**config.mk**
```make
export PLATFORM = sky130hd
export DESIGN_NAME = tape_pulse_encoder
export DESIGN_NICKNAME = d
export VERILOG_FILES = /design/src/rtl/tpe_pkg.sv /design/src/rtl/tpe_front.sv /design/src/rtl/tpe_queue.sv /design/src/rtl/tpe_back.sv /design/src/rtl/tape_pulse_encoder.sv
export SDC_FILE = /design/constraint.sdc
export NUM_CORES = 1
export LEC_CHECK = 0
export BUFFER_PORTS_ARGS = -buffer_cell sky130_fd_sc_hd__buf_2
export CAP_MARGIN = 30
export CORE_MARGIN = 4
export CORE_UTILIZATION = 35
export DETAILED_ROUTE_END_ITERATION = 10
export GPL_TIMING_DRIVEN = 0
export PLACE_DENSITY = 0.57
export SYNTH_ARGS = -nofsm -noshare
export SYNTH_HDL_FRONTEND = slang
export SYNTH_SLANG_ARGS = --single-unit
```
**constraint.sdc**
```tcl
create_clock -name i_clk -period 10.85 [get_ports i_clk]
set_input_delay 1.6275 -clock i_clk [delete_from_list [all_inputs] [get_ports i_clk]]
set_output_delay 1.6275 -clock i_clk [all_outputs]
set_load 0.1 [all_outputs]
```
**src/rtl/tpe_pkg.sv**
```systemverilog
// Shared types and constants of the tape pulse encoder.
// Depends on nothing.
package tpe_pkg;

    localparam int unsigned CFG_IDX_W = 3;
    localparam int unsigned CFG_DATA_W = 22;

    localparam logic [CFG_IDX_W-1:0] CFG_PILOT_HALF  = 3'd0;
    localparam logic [CFG_IDX_W-1:0] CFG_PILOT_CYC   = 3'd1;
    localparam logic [CFG_IDX_W-1:0] CFG_SYNC_FIRST  = 3'd2;
    localparam logic [CFG_IDX_W-1:0] CFG_SYNC_SECOND = 3'd3;
    localparam logic [CFG_IDX_W-1:0] CFG_ZERO_HALF   = 3'd4;
    localparam logic [CFG_IDX_W-1:0] CFG_ONE_HALF    = 3'd5;
    localparam logic [CFG_IDX_W-1:0] CFG_PAUSE_LEN   = 3'd6;

    localparam logic [7:0]  RST_PILOT_HALF  = 8'd25;
    localparam logic [15:0] RST_PILOT_CYC   = 16'd3528;
    localparam logic [7:0]  RST_SYNC_FIRST  = 8'd7;
    localparam logic [7:0]  RST_SYNC_SECOND = 8'd8;
    localparam logic [7:0]  RST_ZERO_HALF   = 8'd9;
    localparam logic [7:0]  RST_ONE_HALF    = 8'd19;
    localparam logic [21:0] RST_PAUSE_LEN   = 22'd220500;

    localparam logic [2:0] RUN_PILOT = 3'd0;
    localparam logic [2:0] RUN_SYNC1 = 3'd1;
    localparam logic [2:0] RUN_SYNC2 = 3'd2;
    localparam logic [2:0] RUN_ZERO  = 3'd3;
    localparam logic [2:0] RUN_ONE   = 3'd4;
    localparam logic [2:0] RUN_PAUSE = 3'd5;

    localparam logic [1:0] JOB_START  = 2'd0;
    localparam logic [1:0] JOB_BYTE   = 2'd1;
    localparam logic [1:0] JOB_ORPHAN = 2'd2;

    localparam logic CMD_START = 1'b0;

    typedef struct packed {
        logic [7:0]  pilot_half;
        logic [15:0] pilot_cycles;
        logic [7:0]  sync_first;
        logic [7:0]  sync_second;
        logic [7:0]  zero_half;
        logic [7:0]  one_half;
        logic [21:0] pause_len;
    } t_cfg;

    typedef struct packed {
        logic [1:0] kind;
        logic [7:0] data;
        logic       pause;
    } t_job;

endpackage

```
**src/rtl/tpe_front.sv**
```systemverilog
// Front end: accepts requests, tracks the open block and classifies each request.
// Depends on tpe_pkg.
module tpe_front (
    input  logic          i_clk,
    input  logic          i_rst_n,
    input  logic          i_in_valid,
    output logic          o_in_ready,
    input  logic          i_command,
    input  logic [15:0]   i_block_length,
    input  logic [7:0]    i_data_byte,
    input  logic          i_full,
    output logic          o_push,
    output tpe_pkg::t_job o_job
);
    import tpe_pkg::*;

    logic        r_open, n_open;
    logic [15:0] r_remaining, n_remaining;

    assign o_in_ready = !i_full;
    assign o_push     = i_in_valid && !i_full;

    always_comb begin
        n_open         = r_open;
        n_remaining    = r_remaining;
        o_job.data     = i_data_byte;
        o_job.pause    = 1'b0;
        if (i_command == CMD_START) begin
            o_job.kind  = JOB_START;
            o_job.pause = (i_block_length == 16'd0);
            n_open      = (i_block_length != 16'd0);
            n_remaining = i_block_length;
        end else if (!r_open) begin
            o_job.kind = JOB_ORPHAN;
        end else begin
            o_job.kind  = JOB_BYTE;
            n_remaining = r_remaining - 16'd1;
            if (r_remaining == 16'd1) begin
                o_job.pause = 1'b1;
                n_open      = 1'b0;
            end
        end
    end

    always_ff @(posedge i_clk) begin
        if (!i_rst_n) begin
            r_open      <= 1'b0;
            r_remaining <= 16'd0;
        end else if (o_push) begin
            r_open      <= n_open;
            r_remaining <= n_remaining;
        end
    end

endmodule

```
**src/rtl/tpe_queue.sv**
```systemverilog
// Short job queue between front end and run sequencer.
// Depends on tpe_pkg.
module tpe_queue #(
    parameter int unsigned DEPTH = 4
) (
    input  logic          i_clk,
    input  logic          i_rst_n,
    input  logic          i_push,
    input  tpe_pkg::t_job i_job,
    output logic          o_full,
    output logic          o_head_valid,
    output tpe_pkg::t_job o_head,
    input  logic          i_pop
);
    import tpe_pkg::*;

    localparam int unsigned PTR_W = (DEPTH > 1) ? $clog2(DEPTH) : 1;
    localparam int unsigned CNT_W = $clog2(DEPTH + 1);
    localparam logic [PTR_W-1:0] PTR_LAST = PTR_W'(DEPTH - 1);

    t_job             r_mem [DEPTH];
    logic [PTR_W-1:0] r_wr, r_rd;
    logic [CNT_W-1:0] r_count;
    logic             push_en, pop_en;

    assign o_full       = (r_count == CNT_W'(DEPTH));
    assign o_head_valid = (r_count != '0);
    assign o_head       = r_mem[r_rd];
    assign push_en      = i_push && !o_full;
    assign pop_en       = i_pop && o_head_valid;

    always_ff @(posedge i_clk) begin
        if (push_en) begin
            r_mem[r_wr] <= i_job;
        end
    end

    always_ff @(posedge i_clk) begin
        if (!i_rst_n) begin
            r_wr    <= '0;
            r_rd    <= '0;
            r_count <= '0;
        end else begin
            if (push_en) begin
                r_wr <= (r_wr == PTR_LAST) ? '0 : r_wr + PTR_W'(1);
            end
            if (pop_en) begin
                r_rd <= (r_rd == PTR_LAST) ? '0 : r_rd + PTR_W'(1);
            end
            if (push_en && !pop_en) begin
                r_count <= r_count + CNT_W'(1);
            end else if (pop_en && !push_en) begin
                r_count <= r_count - CNT_W'(1);
            end
        end
    end

endmodule

```
**src/rtl/tpe_back.sv**
```systemverilog
// Back end: expands queued jobs into runs, one per cycle unless stalled, then
// multiplies and accumulates the saturating sample total. Depends on tpe_pkg.
module tpe_back (
    input  logic          i_clk,
    input  logic          i_rst_n,
    input  tpe_pkg::t_cfg i_cfg,
    input  logic          i_head_valid,
    input  tpe_pkg::t_job i_head,
    output logic          o_pop,
    output logic          o_out_valid,
    input  logic          i_out_ready,
    output logic [2:0]    o_run_kind,
    output logic          o_start_level,
    output logic [21:0]   o_half_period_samples,
    output logic [16:0]   o_repeat_count,
    output logic [31:0]   o_total_samples,
    output logic          o_error,
    output logic          o_last
);
    import tpe_pkg::*;

    logic [3:0]  r_step;
    logic        r_level;
    logic [2:0]  run_kind;
    logic [21:0] run_half;
    logic [16:0] run_reps;
    logic        run_err, run_last, fire, en_p, en_out;

    logic        r_pv, r_p_level, r_p_err, r_p_last;
    logic [2:0]  r_p_kind;
    logic [21:0] r_p_half;
    logic [16:0] r_p_reps;
    logic [38:0] r_p_prod;

    logic        r_ov, r_o_level, r_o_err, r_o_last;
    logic [2:0]  r_o_kind;
    logic [21:0] r_o_half;
    logic [16:0] r_o_reps;
    logic [31:0] r_total;
    logic [39:0] sum;

    assign en_out = !r_ov || i_out_ready;
    assign en_p   = !r_pv || en_out;
    assign fire   = i_head_valid && en_p;
    assign o_pop  = fire && run_last;

    always_comb begin
        run_kind = RUN_PILOT;
        run_half = '0;
        run_reps = '0;
        run_err  = 1'b0;
        run_last = 1'b0;
        unique case (i_head.kind)
            JOB_START: begin
                unique case (r_step)
                    4'd0: begin
                        run_kind = RUN_PILOT;
                        run_half = {14'd0, i_cfg.pilot_half};
                        run_reps = {i_cfg.pilot_cycles, 1'b0};
                    end
                    4'd1: begin
                        run_kind = RUN_SYNC1;
                        run_half = {14'd0, i_cfg.sync_first};
                        run_reps = 17'd1;
                    end
                    4'd2: begin
                        run_kind = RUN_SYNC2;
                        run_half = {14'd0, i_cfg.sync_second};
                        run_reps = 17'd1;
                        run_last = !i_head.pause;
                    end
                    default: begin
                        run_kind = RUN_PAUSE;
                        run_half = i_cfg.pause_len;
                        run_reps = 17'd1;
                        run_last = 1'b1;
                    end
                endcase
            end
            JOB_BYTE: begin
                if (r_step[3]) begin
                    run_kind = RUN_PAUSE;
                    run_half = i_cfg.pause_len;
                    run_reps = 17'd1;
                    run_last = 1'b1;
                end else begin
                    if (i_head.data[3'd7 - r_step[2:0]]) begin
                        run_kind = RUN_ONE;
                        run_half = {14'd0, i_cfg.one_half};
                    end else begin
                        run_kind = RUN_ZERO;
                        run_half = {14'd0, i_cfg.zero_half};
                    end
                    run_reps = 17'd2;
                    run_last = (r_step[2:0] == 3'd7) && !i_head.pause;
                end
            end
            default: begin
                run_err  = 1'b1;
                run_last = 1'b1;
            end
        endcase
    end

    assign sum = {8'd0, r_total} + {1'b0, r_p_prod};

    always_ff @(posedge i_clk) begin
        if (!i_rst_n) begin
            r_step  <= '0;
            r_level <= 1'b0;
            r_pv    <= 1'b0;
            r_ov    <= 1'b0;
            r_total <= '0;
        end else begin
            if (fire) begin
                r_step <= run_last ? 4'd0 : r_step + 4'd1;
                if (run_reps[0]) begin
                    r_level <= !r_level;
                end
            end
            if (en_p) begin
                r_pv <= fire;
            end
            if (en_out) begin
                r_ov <= r_pv;
                if (r_pv) begin
                    r_total <= (sum[39:32] != 8'd0) ? 32'hFFFF_FFFF : sum[31:0];
                end
            end
        end
    end

    always_ff @(posedge i_clk) begin
        if (fire) begin
            r_p_kind  <= run_kind;
            r_p_level <= r_level;
            r_p_half  <= run_half;
            r_p_reps  <= run_reps;
            r_p_err   <= run_err;
            r_p_last  <= run_last;
            r_p_prod  <= run_half * run_reps;
        end
        if (en_out && r_pv) begin
            r_o_kind  <= r_p_kind;
            r_o_level <= r_p_level;
            r_o_half  <= r_p_half;
            r_o_reps  <= r_p_reps;
            r_o_err   <= r_p_err;
            r_o_last  <= r_p_last;
        end
    end

    assign o_out_valid           = r_ov;
    assign o_run_kind            = r_o_kind;
    assign o_start_level         = r_o_level;
    assign o_half_period_samples = r_o_half;
    assign o_repeat_count        = r_o_reps;
    assign o_total_samples       = r_total;
    assign o_error               = r_o_err;
    assign o_last                = r_o_last;

endmodule

```
**src/rtl/tape_pulse_encoder.sv**
```systemverilog
// Top level of the tape pulse encoder: configuration registers, front end,
// job queue and run back end. Depends on tpe_pkg, tpe_front, tpe_queue, tpe_back.
//
//   channel   handshake                     payload
//   input     i_in_valid / o_in_ready       i_command, i_block_length, i_data_byte
//   result    o_out_valid / i_out_ready     o_run_kind .. o_last
//   config    i_cfg_valid / o_cfg_ready     i_cfg_index, i_cfg_data
//
// The back end emits one run per cycle unless its result stalls: a data
// byte gives 8 runs (9 when it closes its block), a block start 3 or 4, an orphan
// byte 1. The first run of a request becomes valid after the queue write, the
// multiply stage and the accumulate stage have each registered it.
// A stalled result holds the back end; the queue keeps accepting until full.
// Synchronous reset clears block state, level and total and restores registers.
module tape_pulse_encoder #(
    parameter int unsigned QUEUE_DEPTH = 4
) (
    input  logic        i_clk,
    input  logic        i_rst_n,
    input  logic        i_in_valid,
    output logic        o_in_ready,
    input  logic        i_command,
    input  logic [15:0] i_block_length,
    input  logic [7:0]  i_data_byte,
    output logic        o_out_valid,
    input  logic        i_out_ready,
    output logic [2:0]  o_run_kind,
    output logic        o_start_level,
    output logic [21:0] o_half_period_samples,
    output logic [16:0] o_repeat_count,
    output logic [31:0] o_total_samples,
    output logic        o_error,
    output logic        o_last,
    input  logic        i_cfg_valid,
    output logic        o_cfg_ready,
    input  logic [tpe_pkg::CFG_IDX_W-1:0]  i_cfg_index,
    input  logic [tpe_pkg::CFG_DATA_W-1:0] i_cfg_data
);
    import tpe_pkg::*;

    t_cfg r_cfg;
    t_job front_job, head_job;
    logic full, push, head_valid, pop;

    assign o_cfg_ready = 1'b1;

    always_ff @(posedge i_clk) begin
        if (!i_rst_n) begin
            r_cfg.pilot_half   <= RST_PILOT_HALF;
            r_cfg.pilot_cycles <= RST_PILOT_CYC;
            r_cfg.sync_first   <= RST_SYNC_FIRST;
            r_cfg.sync_second  <= RST_SYNC_SECOND;
            r_cfg.zero_half    <= RST_ZERO_HALF;
            r_cfg.one_half     <= RST_ONE_HALF;
            r_cfg.pause_len    <= RST_PAUSE_LEN;
        end else if (i_cfg_valid && o_cfg_ready) begin
            unique case (i_cfg_index)
                CFG_PILOT_HALF:  r_cfg.pilot_half   <= i_cfg_data[7:0];
                CFG_PILOT_CYC:   r_cfg.pilot_cycles <= i_cfg_data[15:0];
                CFG_SYNC_FIRST:  r_cfg.sync_first   <= i_cfg_data[7:0];
                CFG_SYNC_SECOND: r_cfg.sync_second  <= i_cfg_data[7:0];
                CFG_ZERO_HALF:   r_cfg.zero_half    <= i_cfg_data[7:0];
                CFG_ONE_HALF:    r_cfg.one_half     <= i_cfg_data[7:0];
                CFG_PAUSE_LEN:   r_cfg.pause_len    <= i_cfg_data;
                default: ;
            endcase
        end
    end

    tpe_front u_front (
        .i_clk          (i_clk),
        .i_rst_n        (i_rst_n),
        .i_in_valid     (i_in_valid),
        .o_in_ready     (o_in_ready),
        .i_command      (i_command),
        .i_block_length (i_block_length),
        .i_data_byte    (i_data_byte),
        .i_full         (full),
        .o_push         (push),
        .o_job          (front_job)
    );

    tpe_queue #(
        .DEPTH (QUEUE_DEPTH)
    ) u_queue (
        .i_clk        (i_clk),
        .i_rst_n      (i_rst_n),
        .i_push       (push),
        .i_job        (front_job),
        .o_full       (full),
        .o_head_valid (head_valid),
        .o_head       (head_job),
        .i_pop        (pop)
    );

    tpe_back u_back (
        .i_clk                 (i_clk),
        .i_rst_n               (i_rst_n),
        .i_cfg                 (r_cfg),
        .i_head_valid          (head_valid),
        .i_head                (head_job),
        .o_pop                 (pop),
        .o_out_valid           (o_out_valid),
        .i_out_ready           (i_out_ready),
        .o_run_kind            (o_run_kind),
        .o_start_level         (o_start_level),
        .o_half_period_samples (o_half_period_samples),
        .o_repeat_count        (o_repeat_count),
        .o_total_samples       (o_total_samples),
        .o_error               (o_error),
        .o_last                (o_last)
    );

endmodule

```
==> results of run 1 <==
[cells by family after synthesis]
kind of cell / count (synthesis) / synth area share (%)
other: 2 / 0.0303
muxes: 29 / 2.03
AOI/OAI and AO/OA: 408 / 10.6
xor gates and xnor gates: 72 / 2.54
buffers and inverters: 518 / 7.99
adders and majority gates: 459 / 32.3
DFF: 316 / 32.5
and+or+nand+nor: 678 / 12.1
[worst paths after layout]
kind,from,slack (ns),to
worst max-delay path,flop,1.91,u_back.r_p_prod[25]$_DFFE_PP_
worst min-delay path,u_back.r_p_reps[5]$_DFFE_PP_,0.41,u_back.o_repeat_count[5]$_DFFE_PP_
worst max register to register,flop,1.91,u_back.r_p_prod[25]$_DFFE_PP_
worst min register to register,u_back.r_p_reps[5]$_DFFE_PP_,0.41,u_back.o_repeat_count[5]$_DFFE_PP_
[metal layers]
layer	part of all wire, %	wire length (µm)	vias up	global-route usage [%]
met3	5.8	3400	59	3.15
met1	46	26900	8574	22.1
met5	0	0	-	0
met2	46	27300	361	26.3
met4	2.4	1400	0	4.23
li1	-	-	8678	-
[sequential cells by signal, indices dropped and copies added, names as in the netlist, 2 cells and up, named ones only]
signal	count
r_cfg	78
u_back.o_half_period_samples	22
u_back.o_repeat_count	17
u_back.o_run_kind	3
u_back.o_total_samples	32
u_back.r_p_half	22
u_back.r_p_kind	3
u_back.r_p_prod	39
u_back.r_p_reps	17
u_back.r_step	4
u_front.r_remaining	16
u_queue.r_count	3
u_queue.r_mem	44
u_queue.r_rd	2
u_queue.r_wr	2
[worst reg2reg max path, delay by kind of cell (launching register included)]
family          cells  cell delay [ns]
flops               1             0.33
fa+ha+maj           7             3.41
buf+inv             7             0.99
mux                 4             1.61
xor+xnor            1             0.06
simple gates        8             1.15
compound gates      2             1.15
[area by class of cell]
| class | count | area [µm²] |
|---|---|---|
| fill | 7090 | 41300 |
| buffer | 72 | 312 |
| timing repair buffer | 137 | 756 |
| multi-input combinational | 1871 | 15600 |
| antenna | 1 | 2.50 |
| clock buffer | 50 | 1080 |
| sequential | 316 | 8060 |
| clock inverter | 20 | 229 |
| tap | 940 | 1180 |
| inverter | 446 | 1670 |
[placed cells by master (no fill, tap or decap), types with 53 or more instances in the layout]
| cell | n |
|---|---|
| a21boi_0 | 58 |
| a21oi_1 | 128 |
| buf_2 | 136 |
| clkbuf_1 | 66 |
| conb_1 | 225 |
| dfxtp_1 | 143 |
| edfxtp_1 | 173 |
| fa_1 | 301 |
| ha_1 | 158 |
| inv_1 | 445 |
| nand2_1 | 345 |
| nand3_1 | 53 |
| nor2_1 | 123 |
| o21ai_0 | 80 |
[stage by stage]
stage	util, %	hold WS [ns]	instances
floorplan	-	0.400	2705
global placement	39.2	0.402	3776
detailed placement	39.3	0.405	3782
CTS	41.2	0.418	3852
global route	41.2	0.424	3852
finish	41.2	0.414	3853
==> run metrics, run 1 <==
Clock Pin Slew Worst Setup and Hold Paths=0.06 ns; Die Area=75200 µm²; GPL Wtd Cong=0.879; Synth top cells by count=inv_1, nand2_1, fa_1; Die Wd=274 µm; Avg Vias per Cell=4.59; row cnt=97; Worst EP arrival=9.26 ns; Cells after Synth=2482; placed cell areas=27600 µm²; post-synthesis cell area=24800 µm²; Max Slew Vio Count=0; Achievable Freq=0.112 GHz; initial DRC count=887; H-tree depth=2; largest net degree at the start of global routing=55; Crit path top cell by count=fa_1; prevailing post-synth register cell=edfxtp_1; worst relative slew slack=33.9%; # hold bufs at CTS=0; worst path buffer plus inverter count=7; total negative setup slack=0 ns; Yosys cell types=77; post-route minimum period=8.94 ns; initial antenna violation count=0; vias in the first global route=17875; Setup violations, final=0; Yosys top cell by area=fa_1; first-pass GRT wire length=96200 µm; Port Buffer Count=131; total track usage=16.1%; area share of the largest cell type after synthesis=24.3%; pre-CTS setup slack=1.77 ns; Crit. End Element=flop; hold depth=0; CTS tree=done; WL/cell=15.3 µm; Worst Path Required=11.17 ns; r2r worst-path depth=29; Post CTS Setup Buffer Count=0; Async S/R FF share, synth=0%; total iterations of the first detailed-routing run=5; clock latency on the worst-skew pair=0.57 ns; Die Height=274 µm; CTS buffer count=38; cell at the slowest stage of the critical path=o32ai_4; worst min path class=flop to flop; Gates resized, CTS repair=0; Worst setup SP type=flop; Syn Area/Cell=9.99 µm²; final hold viol count=0; final wirelength=59000 µm; via count=17672; top-count cell post-synth=inv_1; gr ovfl total=0; I/O pin total=135; run status=completed; DRC errors left=0; Period Utilization, post-route=82.4%; Crit path depth=29; RSZ-0062 raised after global routing=no; number of nets with antenna violations after routing=0; post-DP HPWL=47000 µm; Worst Setup Path Type=flop to flop; Starting Density=35.4%; Max FO, Critical Path=10; max_cap viols=0; delay-heaviest family, CP=adder cells; # clock sinks=316; Final Worst Setup Slack=1.91 ns; root buf cell=clkbuf_16; Final #Nets=3396; Synth-to-Final Area Change=16.5%; post-synthesis sequential area ratio=32.5%; Critical Path Max Stage Delay=0.69 ns; Syn. warnings=0; Design Area, Final=28900 µm²; EDFF count, synth=173; worst slew pin tran=0.991 ns; number of synthesized register bits=316; synth top area cells=fa_1, edfxtp_1, dfxtp_1; Clock Path Buffers=3; core area=70100 µm²; Max Clock Skew=0.0391 ns; layout cell share with drive strength beyond 1=8.28%
Power of run 1 is not shown: default switching activity piles up to over one toggle a cycle in this logic, so the estimate is an artifact.
==> run 2: changes to the inputs <==
ABC_AREA = 1   (was default)
PLACE_DENSITY = 0.56   (was 0.57)
clock period = 8.3 ns   (was 10.85 ns; I/O delays follow)
==> run metrics, run 2 <==
run status=completed (unchanged); R2R Path End=u_back.r_p_prod[22]$_DFFE_PP_ (was u_back.r_p_prod[25]$_DFFE_PP_); Worst Setup Path Type=flop to flop (unchanged); dpl cells=4453 (was 3782); root buf cell=clkbuf_16 (unchanged); Synth-to-Final Area Change=15.3% (was 16.5%); Finished Layout Cells=4519 (was 3853); DRC errors left=0 (unchanged); CTS buffer count=36 (was 38); Yosys cell types=58 (was 77); # clock sinks=316 (unchanged); RR Startpoint=u_back.r_step[0]$_SDFFE_PN0P_; row cnt=100 (was 97); post-route minimum period=7.75 ns (was 8.94 ns); R2R Setup Slk=0.55 ns (was 1.91 ns); number of synthesized register bits=316 (unchanged); Max Clock Skew=0.0158 ns (was 0.0391 ns); Die Area=80100 µm² (was 75200 µm²); Max Slew Vio Count=0 (unchanged); Largest Register=r_cfg (unchanged); Routed met1 length=31700 µm (was 26900 µm); WL met2=32100 µm (was 27300 µm); core area=74700 µm² (was 70100 µm²); Gates resized, CTS repair=0 (unchanged); area share of the largest cell type after synthesis=22.8% (was 24.3%); Port Buffer Count=133 (was 131); initial antenna violation count=1 (was 0); largest net degree at the start of global routing=62 (was 55); total iterations of the first detailed-routing run=5 (unchanged); number of nets with antenna violations after routing=0 (unchanged); vias in the first global route=20592 (was 17875); Max FO, Critical Path=10 (unchanged); Die Height=283 µm (was 274 µm); pre-CTS setup slack=0.295 ns (was 1.77 ns); hold endpoint=u_back.o_half_period_samples[0]$_DFFE_PP_ (was u_back.o_repeat_count[5]$_DFFE_PP_); first-pass GRT wire length=111000 µm (was 96200 µm); Starting Density=35.4% (about the same); Die Wd=283 µm (was 274 µm); worst slew pin tran=0.822 ns (was 0.991 ns); hold depth=0 (unchanged); H-tree depth=2 (unchanged); Final Worst Setup Slack=0.548 ns (was 1.91 ns); number of fill cells=7597 (was 7090); HP Start=u_back.r_p_half[0]$_DFFE_PP_ (was u_back.r_p_reps[5]$_DFFE_PP_); top sig layer=met4 (unchanged); Worst Path Required=8.61 ns (was 11.17 ns); Critical Path Max Stage Delay=0.56 ns (was 0.69 ns); synth top area cells=fa_1, edfxtp_1, dfxtp_1 (unchanged); post-DP HPWL=56000 µm (was 47000 µm); multi-input logic area=16200 µm² (was 15600 µm²); max FFs per register=78 (unchanged); # hold bufs at CTS=0 (unchanged); total negative setup slack=0 ns (unchanged); Clock Pin Slew Worst Setup and Hold Paths=0.07 ns (was 0.06 ns); Yosys top cell by area=fa_1 (unchanged); initial DRC count=1333 (was 887); Crit path top cell by count=fa_1 (unchanged); worst min path class=flop to flop (unchanged); most common cell after layout, fill and taps aside=inv_1 (unchanged); met3 wire len=3070 µm (was 3400 µm); EDFF count, synth=173 (unchanged); Worst EP arrival=8.06 ns (was 9.26 ns); Worst setup SP type=flop (unchanged); Period Utilization, post-route=93.4% (was 82.4%); Syn. warnings=0 (unchanged); Cells after Synth=3121 (was 2482); Achievable Freq=0.129 GHz (was 0.112 GHz); total track usage=17.2% (was 16.1%); Synth top cells by count=inv_1, nand2_1, nor2_1 (was inv_1, nand2_1, fa_1); Async S/R FF share, synth=0% (unchanged); GPL Wtd Cong=0.908 (was 0.879); Syn Area/Cell=8.48 µm² (was 9.99 µm²); r2r worst-path depth=31 (was 29); post-synthesis sequential area ratio=30.4% (was 32.5%); RSZ-0062 raised after global routing=no (unchanged); Post CTS Setup Buffer Count=0 (unchanged); largest registers=r_cfg (78), u_queue.r_mem (44), u_back.r_p_prod (39) (unchanged); Ant. Diodes=0 (was 1); register cell area after layout=8060 µm² (unchanged); CTS tree=done (unchanged); worst relative slew slack=45.2% (was 33.9%); final hold viol count=0 (unchanged); most frequent cells in the layout=inv_1, nand2_1, nor2_1, fa_1, conb_1 (was inv_1, nand2_1, fa_1, conb_1, edfxtp_1); gr ovfl total=0 (unchanged); hold slack=0.413 ns (was 0.414 ns); top-count cell post-synth=inv_1 (unchanged); via count=20531 (was 17672); max_cap viols=0 (unchanged); final wirelength=68500 µm (was 59000 µm); post-synthesis cell area=26500 µm² (was 24800 µm²); Setup violations, final=0 (unchanged); layout cell share with drive strength beyond 1=8.51% (was 8.28%); Crit. End Element=flop (unchanged); cell at the slowest stage of the critical path=fa_1 (was o32ai_4); Avg Vias per Cell=4.54 (was 4.59); Final #Nets=4036 (was 3396); clock latency on the worst-skew pair=0.56 ns (was 0.57 ns); I/O pin total=135 (unchanged); WL/cell=15.2 µm (was 15.3 µm); prevailing post-synth register cell=edfxtp_1 (unchanged); Clock Path Buffers=3 (unchanged)
## run 2: cell types whose count changed in the layout (fill, tap and decap cells not counted), moves of 49 or more
cell,change
inv_1,+229
nand2_1,+253
nor2_1,+251
a21boi_0,-56
nand3_1,+61
o21ai_0,+49
## run 2: layout make-up
class | count | area share, %
multi-input cells | 2265 | 53.2
plain buffers | 63 | 1.25
flip-flops and latches | 316 | 26.4
clock buffers | 46 | 3.17
repair buffers | 140 | 2.47
well taps | 969 | 3.97
clock inverters | 20 | 0.882
inverters | 700 | 8.64
## run 2: per-layer routing
metal  vias up  track usage [%]
li1      10195                -
met1      9838             23.7
met2       409             29.1
met3        89             2.11
met4         0             4.02
met5         -                0
## run 2: logic make-up after synthesis
kind of cell / after synthesis / share of synthesized area, %
compound gates: 335 / 7.12
xor+xnor: 61 / 2.02
fa+ha+maj: 459 / 30.2
buf+inv: 763 / 11.4
flops: 316 / 30.4
other cells: 2 / 0.0284
simple gates: 1185 / 18.8
## run 2: how the worst max path moves through the flow
| stage | from | end | slack [ns] | cells past startpoint |
|---|---|---|---|---|
| 6_report | u_back.r_step[0]$_SDFFE_PN0P_ | u_back.r_p_prod[22]$_DFFE_PP_ | 0.55 | 31 |
| 5_1_grt | u_back.r_step[0]$_SDFFE_PN0P_ | u_back.r_p_prod[25]$_DFFE_PP_ | 0.06 | 29 |
| 4_1_cts | u_back.r_step[0]$_SDFFE_PN0P_ | u_back.r_p_prod[25]$_DFFE_PP_ | 0.26 | 29 |
| 3_5_place_dp | u_back.r_step[0]$_SDFFE_PN0P_ | u_back.r_p_prod[25]$_DFFE_PP_ | 0.30 | 29 |
| 3_3_place_gp | u_back.r_step[0]$_SDFFE_PN0P_ | u_back.r_p_prod[25]$_DFFE_PP_ | 0.30 | 29 |
| 2_1_floorplan | u_back.r_step[0]$_SDFFE_PN0P_ | u_back.r_p_prod[25]$_DFFE_PP_ | 1.63 | 29 |
## run 2: per-stage QoR
stage,util (%),instance area (µm²)
3_5_place_dp,39.2,29300
2_1_floorplan,-,27300
6_report,40.9,30500
5_1_grt,40.9,30500
3_3_place_gp,39.1,29200
4_1_cts,40.8,30500
## run 2: worst max-delay path, delay by kind of cell, from the launching register on
| kind | cells | cell delay (ns) |
|---|---|---|
| xor+xnor | 1 | 0.07 |
| buf+inv | 7 | 0.67 |
| simple gates | 10 | 1.33 |
| fa+ha+maj | 8 | 3.67 |
| compound gates | 5 | 1.20 |
| flops | 1 | 0.54 |
Power of run 2 is left out for the same reason.
